===== config.mk =====
export PLATFORM = sky130hd
export DESIGN_NAME = es_descriptor_parser
export DESIGN_NICKNAME = d
export VERILOG_FILES = /design/src/edp_pkg.sv /design/src/es_descriptor_parser.sv /design/src/edp_in_stage.sv /design/src/edp_parse.sv /design/src/edp_out_reg.sv
export SDC_FILE = /design/constraint.sdc
export NUM_CORES = 1
export LEC_CHECK = 0
export ABC_AREA = 1
export BUFFER_PORTS_ARGS = -buffer_cell sky130_fd_sc_hd__buf_4
export CAP_MARGIN = 20
export CORE_MARGIN = 2
export CORE_UTILIZATION = 30
export CTS_CLUSTER_DIAMETER = 120
export CTS_CLUSTER_SIZE = 16
export DETAILED_ROUTE_END_ITERATION = 10
export GPL_ROUTABILITY_DRIVEN = 0
export GPL_TIMING_DRIVEN = 0
export PLACE_DENSITY_LB_ADDON = 0.1
export REMOVE_ABC_BUFFERS = 1
export SETUP_SLACK_MARGIN = 0.2
export SYNTH_ARGS = -nofsm -noshare
export SYNTH_HDL_FRONTEND = slang
export SYNTH_SLANG_ARGS = --single-unit

===== constraint.sdc =====
create_clock -name clk -period 7.05 [get_ports clk]
set_input_delay 0 -clock clk [delete_from_list [all_inputs] [get_ports clk]]
set_output_delay 0 -clock clk [all_outputs]
set_load 0.02 [all_outputs]

===== src/edp_pkg.sv =====
// ----------------------------------------------------------------------------
// ES descriptor parser package
// Shared widths, protocol constants, result codes and item types.
// ----------------------------------------------------------------------------
package edp_pkg;

  localparam int unsigned DATA_W  = 8;
  localparam int unsigned LEN_W   = 28;
  localparam int unsigned TDATA_W = 200;

  // A length field ends after this many bytes whatever its continuation bit
  localparam logic [2:0] LENGTH_BYTES = 3'd4;

  localparam logic [7:0] TAG_ES  = 8'h03;
  localparam logic [7:0] TAG_DEC = 8'h04;
  localparam logic [7:0] TAG_DSI = 8'h05;

  localparam logic [7:0] LEN_DATA_MASK = 8'h7F;
  localparam logic [7:0] LEN_CONT_MASK = 8'h80;

  localparam logic [LEN_W-1:0] ES_LEN_MIN = LEN_W'(20);
  localparam logic [LEN_W-1:0] DC_LEN_MIN = LEN_W'(15);

  typedef enum logic [1:0] {
    KIND_HEADER   = 2'd0,
    KIND_CFG      = 2'd1,
    KIND_CFG_LAST = 2'd2
  } kind_t;

  typedef enum logic [2:0] {
    ST_OK          = 3'd0,
    ST_SHORT_ES    = 3'd1,
    ST_NO_DEC_TAG  = 3'd2,
    ST_SHORT_DC    = 3'd3,
    ST_NO_DSI_TAG  = 3'd4
  } status_t;

  typedef struct packed {
    logic [DATA_W-1:0] data_byte;
    logic              start_req;
  } in_item_t;

  // Last member sits in the lowest bits, so tdata packs payload_byte first
  typedef struct packed {
    logic [LEN_W-1:0] config_length;
    logic [31:0]      avg_bitrate;
    logic [31:0]      max_bitrate;
    logic [23:0]      buffer_size;
    logic [7:0]       stream_type;
    logic [7:0]       object_type;
    logic [7:0]       priority_res;
    logic [15:0]      es_id;
    logic [31:0]      version_flags;
    status_t          status;
    logic [7:0]       payload_byte;
  } fields_t;

  typedef struct packed {
    kind_t   kind;
    fields_t fields;
  } res_item_t;

  localparam int unsigned FIELDS_W = $bits(fields_t);

endpackage


===== src/es_descriptor_parser.sv =====
// ----------------------------------------------------------------------------
// ES descriptor parser
// Parses an elementary stream descriptor payload byte by byte; emits one
// header record with its status, then, on ST_OK, each decoder configuration byte as its own item.
// ----------------------------------------------------------------------------
//  channel   dir  tdata                      tuser       notes
//  s_*       in   data_byte (8)              start_req   one payload byte/item
//  m_*       out  header fields (200, padded) kind (2)    0..1 item per input
//
//  A byte accepted on s_* waits in the input register while the parse logic
//  builds its result combinationally; the result loads into the result
//  register as the byte leaves the input register, and so appears on m_*.
//  One byte is accepted every cycle while m_tready stays high.
//  A stall on m_* holds the result register, then the input register, then
//  drops s_tready; nothing is lost. Reset leaves the parser idle until a byte
//  with start_req arrives.
// ----------------------------------------------------------------------------
module es_descriptor_parser (
  input  logic                        clk,
  input  logic                        rst,
  input  logic                        s_tvalid,
  output logic                        s_tready,
  input  logic [7:0]                  s_tdata,   // data_byte[7:0]
  input  logic                        s_tuser,   // start_req
  output logic                        m_tvalid,
  input  logic                        m_tready,
  output logic [edp_pkg::TDATA_W-1:0] m_tdata,   // payload_byte, status, version_flags,
                                                 // es_id, priority_res, object_type,
                                                 // stream_type, buffer_size,
                                                 // max_bitrate, avg_bitrate,
                                                 // config_length, zero pad
  output logic [1:0]                  m_tuser    // kind
);

  logic               in_valid;
  edp_pkg::in_item_t  in_item;
  logic               can_load;
  logic               fire;
  logic               res_valid;
  edp_pkg::res_item_t res;

  assign fire = in_valid && can_load;

  edp_in_stage u_in (
    .clk      (clk),
    .rst      (rst),
    .s_tvalid (s_tvalid),
    .s_tready (s_tready),
    .s_tdata  (s_tdata),
    .s_tuser  (s_tuser),
    .take     (fire),
    .valid    (in_valid),
    .item     (in_item)
  );

  edp_parse u_parse (
    .clk       (clk),
    .rst       (rst),
    .fire      (fire),
    .item      (in_item),
    .res_valid (res_valid),
    .res       (res)
  );

  edp_out_reg u_out (
    .clk      (clk),
    .rst      (rst),
    .load     (fire && res_valid),
    .res      (res),
    .can_load (can_load),
    .m_tvalid (m_tvalid),
    .m_tready (m_tready),
    .m_tdata  (m_tdata),
    .m_tuser  (m_tuser)
  );

endmodule


===== src/edp_in_stage.sv =====
// ----------------------------------------------------------------------------
// ES descriptor parser input stage
// Input register for payload bytes; refills in the cycle it drains.
// ----------------------------------------------------------------------------
module edp_in_stage (
  input  logic                    clk,
  input  logic                    rst,
  input  logic                    s_tvalid,
  output logic                    s_tready,
  input  logic [7:0]              s_tdata,   // data_byte[7:0]
  input  logic                    s_tuser,   // start_req
  input  logic                    take,
  output logic                    valid,
  output edp_pkg::in_item_t       item
);

  assign s_tready = !valid || take;

  always_ff @(posedge clk) begin
    if (rst) begin
      valid <= 1'b0;
    end else if (s_tready) begin
      valid <= s_tvalid;
    end
  end

  always_ff @(posedge clk) begin
    if (s_tvalid && s_tready) begin
      item.data_byte <= s_tdata;
      item.start_req <= s_tuser;
    end
  end

endmodule


===== src/edp_parse.sv =====
// ----------------------------------------------------------------------------
// ES descriptor parser core
// Byte-serial parse state and header field registers; builds at most one result per byte.
// ----------------------------------------------------------------------------
module edp_parse (
  input  logic                  clk,
  input  logic                  rst,
  input  logic                  fire,
  input  edp_pkg::in_item_t     item,
  output logic                  res_valid,
  output edp_pkg::res_item_t    res
);

  typedef enum logic [4:0] {
    PH_IDLE, PH_VF, PH_TAG1, PH_ESLEN, PH_ESID, PH_PRIO, PH_SKIP2, PH_TAG2,
    PH_DCLEN, PH_OBJ, PH_STYPE, PH_BUF, PH_MAXBR, PH_AVGBR, PH_TAG3,
    PH_CFGLEN, PH_CFG, PH_DONE
  } phase_t;

  phase_t                     phase, phase_cur, phase_next;
  logic [1:0]                 field_byte_count, fbc_cur, fbc_next;
  logic [edp_pkg::LEN_W-1:0]  length_accum, acc_cur, acc_next;
  logic [2:0]                 length_byte_count, lbc_cur, lbc_next;
  logic [edp_pkg::LEN_W-1:0]  config_remaining, rem_cur, rem_next;
  logic [31:0]                version_flags_reg, vf_cur, vf_next;
  logic [15:0]                es_id_reg, es_cur, es_next;
  logic [7:0]                 priority_reg, prio_cur, prio_next;
  logic [7:0]                 object_type_reg, obj_cur, obj_next;
  logic [7:0]                 stream_type_reg, stype_cur, stype_next;
  logic [23:0]                buffer_size_reg, buf_cur, buf_next;
  logic [31:0]                max_bitrate_reg, maxbr_cur, maxbr_next;
  logic [31:0]                avg_bitrate_reg, avgbr_cur, avgbr_next;

  logic [7:0]                 b;
  logic [2:0]                 fbc_inc;
  logic [edp_pkg::LEN_W-1:0]  len_acc_new;
  logic [2:0]                 len_cnt_new;
  logic                       len_done;
  edp_pkg::fields_t           hdr;

  assign b = item.data_byte;

  always_comb begin
    // A start discards everything gathered and takes this byte as the version
    phase_cur = item.start_req ? PH_VF : phase;
    fbc_cur   = item.start_req ? '0 : field_byte_count;
    acc_cur   = item.start_req ? '0 : length_accum;
    lbc_cur   = item.start_req ? '0 : length_byte_count;
    rem_cur   = item.start_req ? '0 : config_remaining;
    vf_cur    = item.start_req ? '0 : version_flags_reg;
    es_cur    = item.start_req ? '0 : es_id_reg;
    prio_cur  = item.start_req ? '0 : priority_reg;
    obj_cur   = item.start_req ? '0 : object_type_reg;
    stype_cur = item.start_req ? '0 : stream_type_reg;
    buf_cur   = item.start_req ? '0 : buffer_size_reg;
    maxbr_cur = item.start_req ? '0 : max_bitrate_reg;
    avgbr_cur = item.start_req ? '0 : avg_bitrate_reg;

    fbc_inc     = {1'b0, fbc_cur} + 3'd1;
    len_acc_new = {acc_cur[edp_pkg::LEN_W-8:0], b[6:0] & edp_pkg::LEN_DATA_MASK[6:0]};
    len_cnt_new = lbc_cur + 3'd1;
    len_done    = ((b & edp_pkg::LEN_CONT_MASK) == 8'h00) ||
                  (len_cnt_new >= edp_pkg::LENGTH_BYTES);

    hdr               = '0;
    hdr.version_flags = vf_cur;
    hdr.es_id         = es_cur;
    hdr.priority_res  = prio_cur;
    hdr.object_type   = obj_cur;
    hdr.stream_type   = stype_cur;
    hdr.buffer_size   = buf_cur;
    hdr.max_bitrate   = maxbr_cur;
    hdr.avg_bitrate   = avgbr_cur;

    phase_next = phase_cur;
    fbc_next   = fbc_cur;
    acc_next   = acc_cur;
    lbc_next   = lbc_cur;
    rem_next   = rem_cur;
    vf_next    = vf_cur;
    es_next    = es_cur;
    prio_next  = prio_cur;
    obj_next   = obj_cur;
    stype_next = stype_cur;
    buf_next   = buf_cur;
    maxbr_next = maxbr_cur;
    avgbr_next = avgbr_cur;
    res_valid  = 1'b0;
    res        = '0;

    case (phase_cur)
      PH_VF: begin
        vf_next = {vf_cur[23:0], b};
        if (fbc_inc >= 3'd4) begin
          fbc_next   = '0;
          phase_next = PH_TAG1;
        end else begin
          fbc_next = fbc_inc[1:0];
        end
      end
      PH_TAG1: begin
        if (b == edp_pkg::TAG_ES) begin
          acc_next   = '0;
          lbc_next   = '0;
          phase_next = PH_ESLEN;
        end else begin
          phase_next = PH_SKIP2;
        end
      end
      PH_ESLEN: begin
        acc_next = len_acc_new;
        lbc_next = len_cnt_new;
        if (len_done) begin
          if (len_acc_new < edp_pkg::ES_LEN_MIN) begin
            phase_next        = PH_DONE;
            res_valid         = 1'b1;
            res.kind          = edp_pkg::KIND_HEADER;
            res.fields        = hdr;
            res.fields.status = edp_pkg::ST_SHORT_ES;
          end else begin
            phase_next = PH_ESID;
          end
        end
      end
      PH_ESID: begin
        es_next = {es_cur[7:0], b};
        if (fbc_inc >= 3'd2) begin
          fbc_next   = '0;
          phase_next = PH_PRIO;
        end else begin
          fbc_next = fbc_inc[1:0];
        end
      end
      PH_PRIO: begin
        prio_next  = b;
        phase_next = PH_TAG2;
      end
      PH_SKIP2: begin
        if (fbc_inc >= 3'd2) begin
          fbc_next   = '0;
          phase_next = PH_TAG2;
        end else begin
          fbc_next = fbc_inc[1:0];
        end
      end
      PH_TAG2: begin
        if (b != edp_pkg::TAG_DEC) begin
          phase_next        = PH_DONE;
          res_valid         = 1'b1;
          res.kind          = edp_pkg::KIND_HEADER;
          res.fields        = hdr;
          res.fields.status = edp_pkg::ST_NO_DEC_TAG;
        end else begin
          acc_next   = '0;
          lbc_next   = '0;
          phase_next = PH_DCLEN;
        end
      end
      PH_DCLEN: begin
        acc_next = len_acc_new;
        lbc_next = len_cnt_new;
        if (len_done) begin
          if (len_acc_new < edp_pkg::DC_LEN_MIN) begin
            phase_next        = PH_DONE;
            res_valid         = 1'b1;
            res.kind          = edp_pkg::KIND_HEADER;
            res.fields        = hdr;
            res.fields.status = edp_pkg::ST_SHORT_DC;
          end else begin
            phase_next = PH_OBJ;
          end
        end
      end
      PH_OBJ: begin
        obj_next   = b;
        phase_next = PH_STYPE;
      end
      PH_STYPE: begin
        stype_next = b;
        phase_next = PH_BUF;
      end
      PH_BUF: begin
        buf_next = {buf_cur[15:0], b};
        if (fbc_inc >= 3'd3) begin
          fbc_next   = '0;
          phase_next = PH_MAXBR;
        end else begin
          fbc_next = fbc_inc[1:0];
        end
      end
      PH_MAXBR: begin
        maxbr_next = {maxbr_cur[23:0], b};
        if (fbc_inc >= 3'd4) begin
          fbc_next   = '0;
          phase_next = PH_AVGBR;
        end else begin
          fbc_next = fbc_inc[1:0];
        end
      end
      PH_AVGBR: begin
        avgbr_next = {avgbr_cur[23:0], b};
        if (fbc_inc >= 3'd4) begin
          fbc_next   = '0;
          phase_next = PH_TAG3;
        end else begin
          fbc_next = fbc_inc[1:0];
        end
      end
      PH_TAG3: begin
        if (b != edp_pkg::TAG_DSI) begin
          phase_next        = PH_DONE;
          res_valid         = 1'b1;
          res.kind          = edp_pkg::KIND_HEADER;
          res.fields        = hdr;
          res.fields.status = edp_pkg::ST_NO_DSI_TAG;
        end else begin
          acc_next   = '0;
          lbc_next   = '0;
          phase_next = PH_CFGLEN;
        end
      end
      PH_CFGLEN: begin
        acc_next = len_acc_new;
        lbc_next = len_cnt_new;
        if (len_done) begin
          rem_next   = len_acc_new;
          phase_next = (len_acc_new == '0) ? PH_DONE : PH_CFG;
          res_valid  = 1'b1;
          res.kind   = edp_pkg::KIND_HEADER;
          res.fields = hdr;
          res.fields.status        = edp_pkg::ST_OK;
          res.fields.config_length = len_acc_new;
        end
      end
      PH_CFG: begin
        res_valid               = 1'b1;
        res.fields.payload_byte = b;
        if (rem_cur <= edp_pkg::LEN_W'(1)) begin
          rem_next   = '0;
          phase_next = PH_DONE;
          res.kind   = edp_pkg::KIND_CFG_LAST;
        end else begin
          rem_next = rem_cur - edp_pkg::LEN_W'(1);
          res.kind = edp_pkg::KIND_CFG;
        end
      end
      default: begin
        // idle or finished: drop the byte
      end
    endcase
  end

  always_ff @(posedge clk) begin
    if (rst) begin
      phase             <= PH_IDLE;
      field_byte_count  <= '0;
      length_accum      <= '0;
      length_byte_count <= '0;
      config_remaining  <= '0;
      version_flags_reg <= '0;
      es_id_reg         <= '0;
      priority_reg      <= '0;
      object_type_reg   <= '0;
      stream_type_reg   <= '0;
      buffer_size_reg   <= '0;
      max_bitrate_reg   <= '0;
      avg_bitrate_reg   <= '0;
    end else if (fire) begin
      phase             <= phase_next;
      field_byte_count  <= fbc_next;
      length_accum      <= acc_next;
      length_byte_count <= lbc_next;
      config_remaining  <= rem_next;
      version_flags_reg <= vf_next;
      es_id_reg         <= es_next;
      priority_reg      <= prio_next;
      object_type_reg   <= obj_next;
      stream_type_reg   <= stype_next;
      buffer_size_reg   <= buf_next;
      max_bitrate_reg   <= maxbr_next;
      avg_bitrate_reg   <= avgbr_next;
    end
  end

endmodule


===== src/edp_out_reg.sv =====
// ----------------------------------------------------------------------------
// ES descriptor parser output register
// Result register on the master side; loads while the previous item leaves.
// ----------------------------------------------------------------------------
module edp_out_reg (
  input  logic                    clk,
  input  logic                    rst,
  input  logic                    load,
  input  edp_pkg::res_item_t      res,
  output logic                    can_load,
  output logic                    m_tvalid,
  input  logic                    m_tready,
  output logic [edp_pkg::TDATA_W-1:0] m_tdata,  // payload_byte[7:0], status[10:8],
                                                // version_flags[42:11], es_id[58:43],
                                                // priority_res[66:59],
                                                // object_type[74:67],
                                                // stream_type[82:75],
                                                // buffer_size[106:83],
                                                // max_bitrate[138:107],
                                                // avg_bitrate[170:139],
                                                // config_length[198:171], zero pad
  output logic [1:0]              m_tuser       // kind[1:0]
);

  edp_pkg::res_item_t res_q;

  assign can_load = !m_tvalid || m_tready;
  assign m_tdata  = {{(edp_pkg::TDATA_W - edp_pkg::FIELDS_W){1'b0}}, res_q.fields};
  assign m_tuser  = res_q.kind;

  always_ff @(posedge clk) begin
    if (rst) begin
      m_tvalid <= 1'b0;
    end else if (load) begin
      m_tvalid <= 1'b1;
    end else if (m_tready) begin
      m_tvalid <= 1'b0;
    end
  end

  always_ff @(posedge clk) begin
    if (load) begin
      res_q <= res;
    end
  end

endmodule

# Word-level counts from Yosys, hierarchy flattened

Cells that the tools add are included.

Register bits after elaboration: 438
Bits of input ports: 13
Logic and storage cells: 146

Add/subtract/negate cells: 3
Order comparisons: 7
Eq/ne operators: 19
Multiplexer cells: 74
Reductions and logical operators: 14

Operator list:

| kind                    | number |
|---|---|
| $pmux W191 S5           | 1 |
| $mux W171               | 4 |
| $mux W201               | 2 |
| $mux W199               | 1 |
| $mux W28                | 7 |
| $mux W32                | 6 |
| $pmux W28 S4            | 1 |
| $pmux W5 S16            | 1 |
| $mux W5                 | 15 |
| $pmux W28 S2            | 1 |
| $mux W24                | 2 |
| $mux W8                 | 6 |
| $pmux W8 S6             | 1 |
| $eq A5 B4 Y1 const B    | 8 |
| $mux W16                | 2 |
| $le A28 B1 Y1 const B   | 1 |
| $logic_not A28 Y1       | 1 |
| $lt A28 B4 Y1 const B   | 1 |
| $lt A28 B5 Y1 const B   | 1 |
| $sub A28 B1 Y28 const B | 1 |
| $eq A5 B3 Y1 const B    | 4 |
| $ne A8 B3 Y1 const B    | 2 |
| $mux W3                 | 5 |
| $pmux W2 S6             | 1 |
| 20 further kinds        | 42 |

# Depth between registers and ports, before layout

Word-level depth: 8
Gate-level depth with buffers: 18
Mapped depth without buffers: 15

# Modules after synthesis

Synthesis repeated with hierarchy kept, for this count alone.

Cell total of the unflattened synthesis: 2866
Area, all modules: 21753.4 um^2

By module, submodules not included:

| module               | times used | cells each | area each (um^2) |
|---|---|---|---|
| edp_parse            | 1          | 2639       | 15328.5 |
| edp_out_reg          | 1          | 208        | 6089.6 |
| edp_in_stage         | 1          | 15         | 317.8 |
| es_descriptor_parser | 1          | 4          | 17.5 |

# Worst setup path after synthesis

OpenSTA, ideal clock, no wires.

Path type: reg2reg
Start: register, netlist name u_in.item[0]
End: register u_out.res_q, in the netlist u_out.m_tdata[0] (enable)
Setup time: 553 ps
Data arrival time: 6114 ps
Data required time: 6497 ps
Slack: 383 ps
Stages on the path, launching flop included: 14
Period minus slack after synthesis: 6667 ps
Cells stage by stage: edfxtp_1 > buf_4 > buf_2 > buf_1 > nor2_1 > ha_1 > xor2_1 > nand2_1 > nand2_1 > o21ai_1 > nor2_1 > nand3_1 > nand2_1 > inv_1

Longest elaborated chain between the ends: 7

Ends and longest elaborated chain:

| element                                                               | RTL line                   | RTL |
|---|---|---|
| parallel branches: the longest is 5 deep, another holds $lt A28 B4 Y1 | -                          |  |
| $pmux W1 S6 (*)                                                       | edp_parse.sv:91            | `case (phase_cur)` |
| $logic_and A1 B1 Y1 (*)                                               | es_descriptor_parser.sv:68 | `.load (fire && res_valid),` |
| via u_out.load                                                        | edp_out_reg.sv:8           | `input logic load,` |
| end signal, assigned                                                  | edp_out_reg.sv:43          | `res_q <= res;` |
| end, declared                                                         | edp_out_reg.sv:25          | `edp_pkg::res_item_t res_q;` |

Mark *: on every way through the listed nets, which the timed path passes.
A chain may end at the register's enable or synchronous reset.

# Final worst setup path

Start: register, netlist name u_in.item[0]
End: register u_out.res_q, in the netlist u_out.m_tdata[48] (enable)

Longest elaborated chain between the ends: 7

Ends and longest elaborated chain:

| element                                                               | RTL line |
|---|---|
| parallel branches: the longest is 5 deep, another holds $lt A28 B4 Y1 | - |
| $pmux W1 S6 (*)                                                       | edp_parse.sv:91 |
| $logic_and A1 B1 Y1 (*)                                               | es_descriptor_parser.sv:68 |
| via u_out.load                                                        | edp_out_reg.sv:8 |

Marks and branches as above.

==> flow_metrics.py <==
metrics = {
    "global_routing": {
        "grt_pass1_vias": 16300,
        "grtUsageTotal": 0.171,
        "antenna_found_initial": 3,
        "grt_pass1_wl_um": 94600,
        "grt_max_degree": 148,
        "grt-ovfl-total": 0,
    },
    "sta": {
        "rsz0062_at_grt": "false",
        "worst_slew_pin_slew_ns": 1.11,
        "slew_viol_final": 0,
        "relSlewSlack": 0.256,
        "hold_violations": 0,
        "period_needed_ns": 6.04,
        "finalSetupViolations": 0,
        "fin_worst_skew_ns": 0.0317,
        "finalSetupTns_ns": 0,
        "finalCritPeriodShare": 0.857,
        "fmax_ghz": 0.166,
    },
    "synth": {
        "seq_area_frac_synth": 0.536,
        "synth_cells": 2438,
        "synth_cell_type_count": 37,
        "avgSynthCellArea_um2": 8.21,
        "yosys_warnings": 0,
        "synth_top_cell_area_share": 0.315,
        "yosys-top-cells-area": "edfxtp_1 31%, dfxtp_1 22%, nor2_1 8.9%, nand2_1 7.2%, o221ai_1 6.2%",
        "synth-seq-cells": 431,
        "synthesis.area_um2": 20000,
        "synth_top_area_cell": "edfxtp_1",
    },
    "die": {
        "ios": 217,
        "fp.dieH_um": 262,
        "die_w_um": 262,
        "rows": 94,
        "initial_core_util": 0.304,
        "coreArea_um2": 66000,
        "die_area_um2": 68800,
    },
    "place": {
        "post_dp_cell_area_um2": 22500,
        "hpwl_um": 36800,
        "port_buffers": 215,
    },
    "worst_setup_path": {
        "crit_chain": "buf_16 > inv_8 > buf_16 > nand2_1 > xor2_1 > nand2_1 > nand2_1 > o21ai_1 > nor2_1 > nand3_1 > nand2_1 > inv_8 > buf_16",
        "cp_num_buf_inv": 5,
        "cp.required_ns": 7.32,
        "ff2ff_setup_slack_ns": 1.01,
        "r2r-end": "u_out.m_tdata[48]",
        "path_common_cell": "nand2_1",
        "regToRegStartpoint": "u_in.item[0]",
        "arrival_ns": 6.31,
        "start_kind": "flip-flop",
        "critPathKind": "reg -> reg",
        "crit_family": "buffers and inverters",
        "cpPeakStageDelay_ns": 0.78,
        "cp.depth": 13,
        "end_kind": "flip-flop",
        "crit_fanout": 115,
        "crit_slowest_cell": "nand2_1",
        "rr_worst_depth": 13,
    },
    "route": {
        "drtAntennaViolNets": 0,
        "route.detailed.drc": 0,
        "wl_per_cell_um": 17.6,
        "routed_wirelength_um": 60600,
        "viasPerCell": 4.93,
        "drt_first_iter_violations": 1256,
        "first_pass_iters": 5,
        "vias": 17000,
    },
    "layout": {
        "syn2layout_area_growth_pct": 18.0,
        "drive_above_1_share": 0.116,
        "post-route-util": 0.358,
        "final_common_cell": "nor2_1",
        "layout.nets": 2578,
        "fin_area_um2": 23600,
        "largest_reg_flops": 199,
        "layout_common_cells": "474 x nor2_1, 380 x nand2_1, 319 x inv_1",
    },
    "clocking": {
        "cts_resized": 0,
        "clk_latency_ns": 0.64,
        "ctsRootBufferMaster": "clkbuf_16",
        "clk_pin_slew_worst_paths_ns": 0.08,
        "cts_max_path_buffers": 3,
        "htreeDepth": 1,
        "numCtsBuffers": 31,
        "clock_sinks": 431,
        "cts_tree": "built",
    },
    "pwr": {
        "p_total_mw": 5.04,
        "internal_power_mw": 3.68,
        "powerDensity_nw_per_um2": 213,
        "p_seq_frac": 0.541,
        "peakVddDrop_mv": 0.172,
        "power_leakage_nw": 10.4,
        "p_comb_frac": 0.107,
        "power.net_switching_mw": 1.37,
        "clock_power_share": 0.352,
        "netSwitchingFraction": 0.271,
    },
    "worst_hold_path": {
        "whs_endpoint": "u_in.item[7]",
        "hold_path_class": "in -> reg",
        "holdPathStages": 2,
        "min_from": "s_tdata[6]",
    },
    "run": {
        "maxCapViolations": 0,
    },
    "status": {
        "status": "completed",
    },
}
-- synth_stat cells --
| master | number |
|---|---|
| edfxtp_1 | 210 |
| nand3_1 | 58 |
| buf_4 | 12 |
| nor3b_4 | 1 |
| inv_2 | 9 |
| a211oi_1 | 3 |
| nand3_2 | 3 |
| xor2_1 | 3 |
| nand4_1 | 24 |
| o21bai_1 | 2 |
| clkbuf_1 | 115 |
| clkinv_1 | 4 |
| ha_1 | 7 |
| xnor2_1 | 3 |
| nand2_1 | 382 |
| nor2_4 | 3 |
| o21ai_0 | 224 |
| conb_1 | 1 |
| buf_1 | 11 |
| o21ai_2 | 1 |
| buf_6 | 3 |
| inv_1 | 320 |
| buf_2 | 24 |
| nor3_1 | 7 |
| o211ai_1 | 34 |
| o21ai_1 | 7 |
| a22oi_1 | 1 |
| o2111ai_1 | 10 |
| o22ai_1 | 3 |
| nor2_1 | 474 |
| o221ai_1 | 141 |
| nand3b_1 | 2 |
| a21oi_1 | 108 |
| dfxtp_1 | 221 |
| nand2_2 | 4 |
| nor2_2 | 1 |
| nor3_2 | 2 |
-- stage by stage --
stage               hold WS [ns]  std cells  setup WS, ns
finish                     0.128       3449          1.01
global route              0.0907       3449         0.634
CTS                       0.0769       3445         0.843
detailed placement         0.180       3372         0.900
global placement           0.181       3352        -13.80
floorplan                 0.0691       2273         -3.83
-- per-layer routing --
metal	vias up	wire (µm)	track usage
met3	54	2250	0.0186
met2	395	29100	0.291
met5	-	0	0
met4	0	984	0.0377
met1	8186	28200	0.232
li1	8373	-	-
-- worst max-delay path by stage --
stage | endpoint | from
after CTS | u_out.m_tdata[117] | u_in.item[0]
after floorplan | u_out.m_tdata[0] | u_out.m_tvalid
after global routing | u_out.m_tdata[117] | u_in.item[0]
after global placement | u_out.m_tdata[125] | u_out.m_tvalid
final | u_out.m_tdata[48] | u_in.item[0]
after detailed placement | u_out.m_tdata[117] | u_in.item[0]
-- power by group through the flow --
stage	Clock (mW)	Combinational, mW	Sequential, mW
2_1_floorplan	0	0.360	2.78
3_3_place_gp	0	0.535	2.79
3_5_place_dp	0	0.534	2.78
4_1_cts	1.86	0.543	2.73
5_1_grt	1.95	0.612	2.74
6_report	1.77	0.542	2.73
-- final cells by class --
cell class / instances / area [µm²]
Clock buffer: 55 / 866
Antenna cell: 2 / 5.00
Fill cell: 6742 / 42300
Tap cell: 864 / 1080
Clock inverter: 3 / 45.0
Timing Repair Buffer: 252 / 2290
Inverter: 333 / 1280
Sequential cell: 431 / 10700
Multi-Input combinational cell: 1509 / 7340
-- cells by family after synthesis --
group / synth area share
other cells: 0.000187
fa+ha+maj: 0.00437
simple gates: 0.192
flops: 0.536
buf+inv: 0.0982
compound gates: 0.167
xor+xnor: 0.00262
-- what timing repair did --
item / in CTS / in global routing
setup buffers: 0 / 0
endpoints found under the setup margin: 0 / 0
hold endpoints to repair: 40 / 0
hold buffers: 15 / 0
No activity file was read; power rests on OpenSTA's default activity.
